`config.mk`:
```
export PLATFORM = sky130hd
export DESIGN_NAME = mvm_cell
export DESIGN_NICKNAME = d
export VERILOG_FILES = /design/src/hdl/matrix_vector_multiply_assert.svh /design/src/hdl/mvm_pkg.sv /design/src/hdl/mvm_cell.sv
export SDC_FILE = /design/constraint.sdc
export NUM_CORES = 2
export LEC_CHECK = 0
export BUFFER_PORTS_ARGS = -buffer_cell sky130_fd_sc_hd__buf_2
export CAP_MARGIN = 20
export CORE_ASPECT_RATIO = 1.1
export CORE_MARGIN = 3
export CORE_UTILIZATION = 46
export CTS_CLUSTER_DIAMETER = 100
export DETAILED_ROUTE_END_ITERATION = 10
export GPL_TIMING_DRIVEN = 0
export PLACE_DENSITY = 0.62
export SETUP_SLACK_MARGIN = 0.05
export SYNTH_ARGS = -nofsm -noshare
export SYNTH_HDL_FRONTEND = slang
export SYNTH_SLANG_ARGS = --single-unit
```
`constraint.sdc`:
```
create_clock -name clk -period 9.2 [get_ports clk]
set_input_delay 2.3 -clock clk [delete_from_list [all_inputs] [get_ports clk]]
set_output_delay 2.3 -clock clk [all_outputs]
set_load 0.01 [all_outputs]
```
`src/hdl/matrix_vector_multiply_assert.svh`:
```
// ----------------------------------------------------------------------------
// matrix_vector_multiply assertion macros
// concurrent check macros shared by the block, empty for synthesis
// ----------------------------------------------------------------------------
`ifndef MATRIX_VECTOR_MULTIPLY_ASSERT_SVH
`define MATRIX_VECTOR_MULTIPLY_ASSERT_SVH

`ifndef SYNTHESIS

// property holds in the same cycle
`define MVM_ASSERT_NOW(label, clk, rst_n, ante, cons, msg) \
    label: assert property (@(posedge clk) disable iff (!rst_n) (ante) |-> (cons)) \
        else $error(msg);

// property holds in the next cycle
`define MVM_ASSERT_NEXT(label, clk, rst_n, ante, cons, msg) \
    label: assert property (@(posedge clk) disable iff (!rst_n) (ante) |=> (cons)) \
        else $error(msg);

`else

`define MVM_ASSERT_NOW(label, clk, rst_n, ante, cons, msg)
`define MVM_ASSERT_NEXT(label, clk, rst_n, ante, cons, msg)

`endif

`endif

```
`src/hdl/mvm_pkg.sv`:
```
// ----------------------------------------------------------------------------
// mvm_pkg
// shared types and command codes of the matrix vector multiplier
// ----------------------------------------------------------------------------
package mvm_pkg;

    localparam int IDX_W   = 4;
    localparam int VALUE_W = 32;
    localparam int CMD_W   = 2;
    localparam int SIZE_W  = 5;
    localparam int FRAC_W  = 16;
    localparam int IN_W    = 40;
    localparam int OUT_W   = 40;

    localparam logic [CMD_W-1:0] CMD_WR_MATRIX = 2'd0;
    localparam logic [CMD_W-1:0] CMD_WR_VECTOR = 2'd1;
    localparam logic [CMD_W-1:0] CMD_MULTIPLY  = 2'd2;

    // write broadcast to every cell
    typedef struct packed {
        logic               mat_we;
        logic               vec_we;
        logic [IDX_W-1:0]   row;
        logic [IDX_W-1:0]   col;
        logic [VALUE_W-1:0] data;
    } wr_t;

    // row marker that travels with the partial sum
    typedef struct packed {
        logic             valid;
        logic [IDX_W-1:0] row;
        logic             last;
    } tok_t;

endpackage

```
`src/hdl/mvm_cell.sv`:
```
// ----------------------------------------------------------------------------
// mvm_cell
// one column of the multiplier: holds its matrix column and vector element,
// adds its product to the partial sum passing through
// ----------------------------------------------------------------------------
module mvm_cell #(
    parameter int COL   = 0,
    parameter int DEPTH = 16,
    parameter int SW    = 32,
    parameter int ACC_W = 69
) (
    input  logic                    clk,
    input  logic                    rst_n,
    input  logic                    step,
    input  logic                    active,
    input  mvm_pkg::wr_t            wr,
    input  mvm_pkg::tok_t           tok_in,
    input  logic signed [ACC_W-1:0] sum_in,
    output mvm_pkg::tok_t           tok_out,
    output logic signed [ACC_W-1:0] sum_out
);
    import mvm_pkg::*;

    localparam int MIDX_W = $clog2(DEPTH);

    logic signed [SW-1:0]    col_mem [DEPTH];
    logic signed [SW-1:0]    x_reg;
    logic signed [SW-1:0]    a_reg;
    logic signed [2*SW-1:0]  prod_reg;
    logic signed [ACC_W-1:0] sum1_reg;
    logic signed [ACC_W-1:0] sum2_reg;
    logic signed [ACC_W-1:0] sum3_reg;
    tok_t                    tok1_reg;
    tok_t                    tok2_reg;
    tok_t                    tok3_reg;
    logic                    hit_col;
    logic                    row_ok;

    assign hit_col = (wr.col == IDX_W'(COL));
    assign row_ok  = ({1'b0, wr.row} < (IDX_W + 1)'(DEPTH));

    always_ff @(posedge clk)
    begin
        if (wr.mat_we && hit_col && row_ok)
        begin
            col_mem[wr.row[MIDX_W-1:0]] <= wr.data[SW-1:0];
        end
        if (step)
        begin
            a_reg <= col_mem[tok_in.row[MIDX_W-1:0]];
        end
    end

    always_ff @(posedge clk)
    begin
        if (wr.vec_we && hit_col)
        begin
            x_reg <= wr.data[SW-1:0];
        end
        if (step)
        begin
            sum1_reg <= sum_in;
            sum2_reg <= sum1_reg;
            // columns beyond the size in use add nothing
            prod_reg <= active ? ((2*SW)'(a_reg) * (2*SW)'(x_reg)) : '0;
            sum3_reg <= sum2_reg + ACC_W'(prod_reg);
        end
    end

    always_ff @(posedge clk or negedge rst_n)
    begin
        if (!rst_n)
        begin
            tok1_reg <= '0;
            tok2_reg <= '0;
            tok3_reg <= '0;
        end
        else if (step)
        begin
            tok1_reg <= tok_in;
            tok2_reg <= tok1_reg;
            tok3_reg <= tok2_reg;
        end
    end

    assign tok_out = tok3_reg;
    assign sum_out = sum3_reg;

endmodule

```
## Word level (Yosys, flattened, before mapping)

Memory sizes are Yosys's and may differ from the RTL's. A register that Yosys moved wholly into a read port is not among the register bits.
Cells that the tools add are included.

- Memories kept: 1
- Bits in read-only memories: 0
- Input bits: 121
- Register bits after elaboration: 321
- Bits in writable memories: 512
- Latch bits: 0
- Output and inout port bits: 75
- Logic and storage cells: 22

Memories:

| name | words | width | rd ports | clocked after memory_dff | write ports | line | RTL |
|---|---|---|---|---|---|---|---|
| col_mem | 16 | 32 | 1 | 1 | 1 | mvm_cell.sv:26 | `logic signed [SW-1:0] col_mem [DEPTH];` |

- Add/sub/neg operators: 1
- Multiply operators: 1
- Reductions and logical operators: 3
- Shift-type cells: 0
- Order comparisons: 0
- Bitwise operators: 0
- Eq/ne operators: 0
- Mux-type cells: 2
- Div/mod/pow operators: 0

Operators with widths:

| cell | count |
|---|---|
| adder 69 x 64 -> 69 bit | 1 |
| multiplier 32 x 32 -> 64 bit | 1 |
| zero test 4 bit | 1 |
| logical AND 1 bit | 2 |
| 2-to-1 mux 1 bit | 2 |

## Depth between registers and ports, before layout

- Depth after elaboration: 4
- Gate-level depth with buffers: 29
- Mapped depth without buffers: 27

## Worst setup path after synthesis

Ideal clock, no wire load.

- Path kind: register -> register
- Start: reg a_reg[31], read port of col_mem
- End: reg prod_reg[61] (data pin)
- Buffers on the path: 2
- Arrival: 7.460 ns
- Setup time: 0.270 ns
- Clock period less this slack: 7.730 ns
- Slack: 1.470 ns
- Required time: 8.930 ns
- Cell stages (with the launch flop): 27
- Path through: edfxtp_1 -> clkbuf_1 -> nand2_1 -> inv_1 -> fa_1 -> fa_1 -> fa_1 -> fa_1 -> inv_1 -> fa_1 -> inv_1 -> fa_1 -> inv_1 -> fa_1 -> inv_1 -> fa_1 -> ha_1 -> buf_2 -> a21oi_1 -> o21ai_1 -> a21o_1 -> a221oi_1 -> nor2b_1 -> o21ai_0 -> nand2b_1 -> nor3_1 -> nor3_1

- Cells in the longest elaborated chain, start to end: 1

RTL lines:

| what | line | RTL |
|---|---|---|
| from (decl) | mvm_cell.sv:28 | `logic signed [SW-1:0] a_reg;` |
| multiplier 32 x 32 -> 64 bit | mvm_cell.sv:65 | `prod_reg <= active ? ((2*SW)'(a_reg) * (2*SW)'(x_reg)) : '0;` |
| to (signal assigned) | mvm_cell.sv:65 |  |
| to (decl) | mvm_cell.sv:29 | `logic signed [2*SW-1:0] prod_reg;` |

Every way passes these cells.
A chain may end at the register's enable or synchronous reset.

## Worst setup path after layout

- Start: reg a_reg[24], read port of col_mem
- End: reg prod_reg[60] (data pin)

The elaborated chain is that of the path after synthesis.

==> reports/summary.txt <==
Simple-gate share of the synthesized area -> 9.94%
Vias in the first global route -> 47600
Cells after synthesis -> 5650
Synth area leaders -> edfxtp_1, fa_1, inv_1
Bufs on Longest Clock Path -> 3
Initial DRC count -> 3824
Final Util -> 51.3%
Hold Fails Final Rpt -> 0
Final period utilization -> 98.4%
Number of cell rows -> 150
Die Wd -> 380 um
Die ar. -> 158000 um^2
Critical path class -> register to register
Max FFs per register -> 512
Root buf cell -> clkbuf_16
Remaining DRCs -> 0
CP arrival -> 9.60 ns
RePlAce Congestion -> 0.976
Xor/xnor share of the synthesized area -> 1.51%
RSZ-0062 raised after global routing -> no
Fraction of synthesized cell area taken by the top area cell type -> 36.0%
PortBufs -> 191
Setup crit end kind -> register
CP startpoint kind -> register
Share of layout cells above drive strength 1 -> 11.4%
Status -> complete, no violations
CP max FO -> 10
Die Y -> 417 um
Tot GR Track Use -> 27.9%
Finished Layout Cells -> 8129
Synthesis-to-finish area growth -> 10.6%
Clock Skew -> 0.0615 ns
Wirelength, routed -> 216 mm
Largest net degree at the start of global routing -> 131
TritonCTS clock tree -> built
Clock-pin slew on the worst setup and hold paths -> 0.06 ns
Yosys top cell by area -> edfxtp_1
Hold crit path type -> register to register
Minimum clock period after layout -> 9.05 ns
Compound-Gate Fraction of Synth Area -> 4.39%
Synth cell count leaders -> fa_1, inv_1, edfxtp_1, nand2_1, and2_1
FF+latch count, synth -> 865
Mean area per synthesized cell -> 12.5 um^2
Area of the core -> 152000 um^2
YS warnings -> 0
Final Setup Violations -> 0
Synth Flop Type -> edfxtp_1
Nets@finish -> 7445
Synthesized Nets -> 7106
H-tree depth -> 3
TritonCTS Buffers -> 91
Initial antenna violation count -> 20
Max-Cap Viols -> 0
Number of top-level pins -> 196
GR Overflow Total -> 0
Slew Limit Fails -> 0
Routed Antenna Nets -> 0
Rel. slew slack -> 18.6%
Skew-Pair Late Insertion Delay -> 0.75 ns
Most common cell in the netlist -> fa_1
Synth Area in Adders -> 35.2%
Worst-margin pin slew -> 1.22 ns
Cell area after synthesis -> 70600 um^2
Post-synth EDFFs -> 847
DR vias -> 44500
Initial core utilization -> 46.4%
Routed length per placed instance -> 26.6 um
Post-synthesis sequential area ratio -> 36.6%
Vias per inst -> 5.47
Ys async rst share -> 2.08%
Main combinational cell family by area after synthesis -> adder cells
Clock Sinks -> 865
Worst endpoint required time -> 9.75 ns
HPWL after DPL -> 169 mm
Fmax achieved -> 110 MHz
# placed instances -> 7933
Router iterations before antenna repair -> 5
Post-synthesis mux area share -> 5.49%
Yosys cell types -> 87
First-pass GRT wire length -> 320 mm
[final timing paths]
check,cells past startpoint,to,slack [ns],startpoint
max reg2reg,24,prod_reg[60],0.15,a_reg[24]
min,0,sum2_reg[22],0.38,sum1_reg[22]
min in group asynchronous,1,tok_out[5],1.52,rst_n
min reg2reg,0,sum2_reg[22],0.38,sum1_reg[22]
max in group asynchronous,1,tok2_reg[0],7.40,rst_n
max,24,prod_reg[60],0.15,a_reg[24]
[per-stage QoR]
stage          hold WS, ns  instance area (um^2)  worst slack (ns)  setup TNS, ns
5_1_grt              0.387                 78100            0.0489              0
6_report             0.383                 78100             0.150              0
4_1_cts              0.380                 77800            0.0531              0
3_5_place_dp         0.405                 74900            -0.488          -3.13
3_3_place_gp         0.404                 74200            -0.475          -3.38
2_1_floorplan        0.400                 70600              1.47              0
[critical path, stage by stage (launching register included)]
cell and delay, ns:
edfxtp_1 0.55, clkbuf_1 0.77, and2_1 0.25, fa_1 0.44, fa_1 0.54, inv_1 0.08
fa_1 0.45, fa_1 0.54, inv_1 0.05, fa_1 0.59, fa_1 0.44, fa_1 0.67
fa_1 0.47, ha_1 0.28, clkbuf_1 0.29, nand4_1 0.23, nor2_1 0.34, nand3_1 0.25
or3_1 0.53, nand4_1 0.20, o2111ai_2 0.18, nand4_2 0.17, nand3_2 0.13, a31oi_1 0.22
mux2i_1 0.20
[routing by layer]
layer / wire length, um / part of all wire [%] / up-vias / global-route usage, %
li1: - / - / 18900 / -
met1: 86100 / 40 / 23200 / 37.0
met2: 102000 / 47 / 1844 / 45.2
met3: 17600 / 8.1 / 443 / 5.47
met4: 10600 / 4.9 / 10 / 11.4
met5: 78 / 0.036 / - / 0
[cell usage in the layout (no fill, tap or decap), types with 130 or more instances in the layout]
cell / instances
clkbuf_1: 209
and2_1: 523
nor2_1: 131
mux4_2: 160
ha_1: 252
inv_1: 1002
buf_2: 193
edfxtp_1: 847
a21oi_1: 130
fa_1: 1081
nand2_1: 566
[layout make-up]
| type | instances | area, um^2 |
|---|---|---|
| Sequential cell | 865 | 25900 |
| Fill cell | 13500 | 74100 |
| Multi-Input combinational cell | 3502 | 40000 |
| Timing Repair Buffer | 247 | 1800 |
| Antenna cell | 13 | 32.5 |
| Clock inverter | 59 | 490 |
| Clock buffer | 109 | 2340 |
| Tap cell | 2052 | 2570 |
| Buffer | 279 | 1180 |
| Inverter | 1003 | 3760 |
[cells by family (layout without fill, tap and decap cells)]
group                    count (synthesis)  in the layout
multiplexers                           185            185
buffers and inverters                 1283           1697
other                                    0             13
adder cells (fa/ha/maj)               1335           1335
AO/OA/AOI/OAI                          453            453
XOR/XNOR                               122            122
AND/OR/NAND/NOR                       1407           1407
flip-flops                             865            865
[repair_timing]
item / in CTS / in global routing
pin swaps: 0 / 1
hold buffers: 0 / 0
setup buffers: 1 / 6
endpoints found under the setup margin: 15 / 11
hold endpoints to repair: 0 / 0
resized for setup: 18 / 146
Power is not shown: default switching activity piles up to over one toggle a cycle in this logic, so the estimate is an artifact.
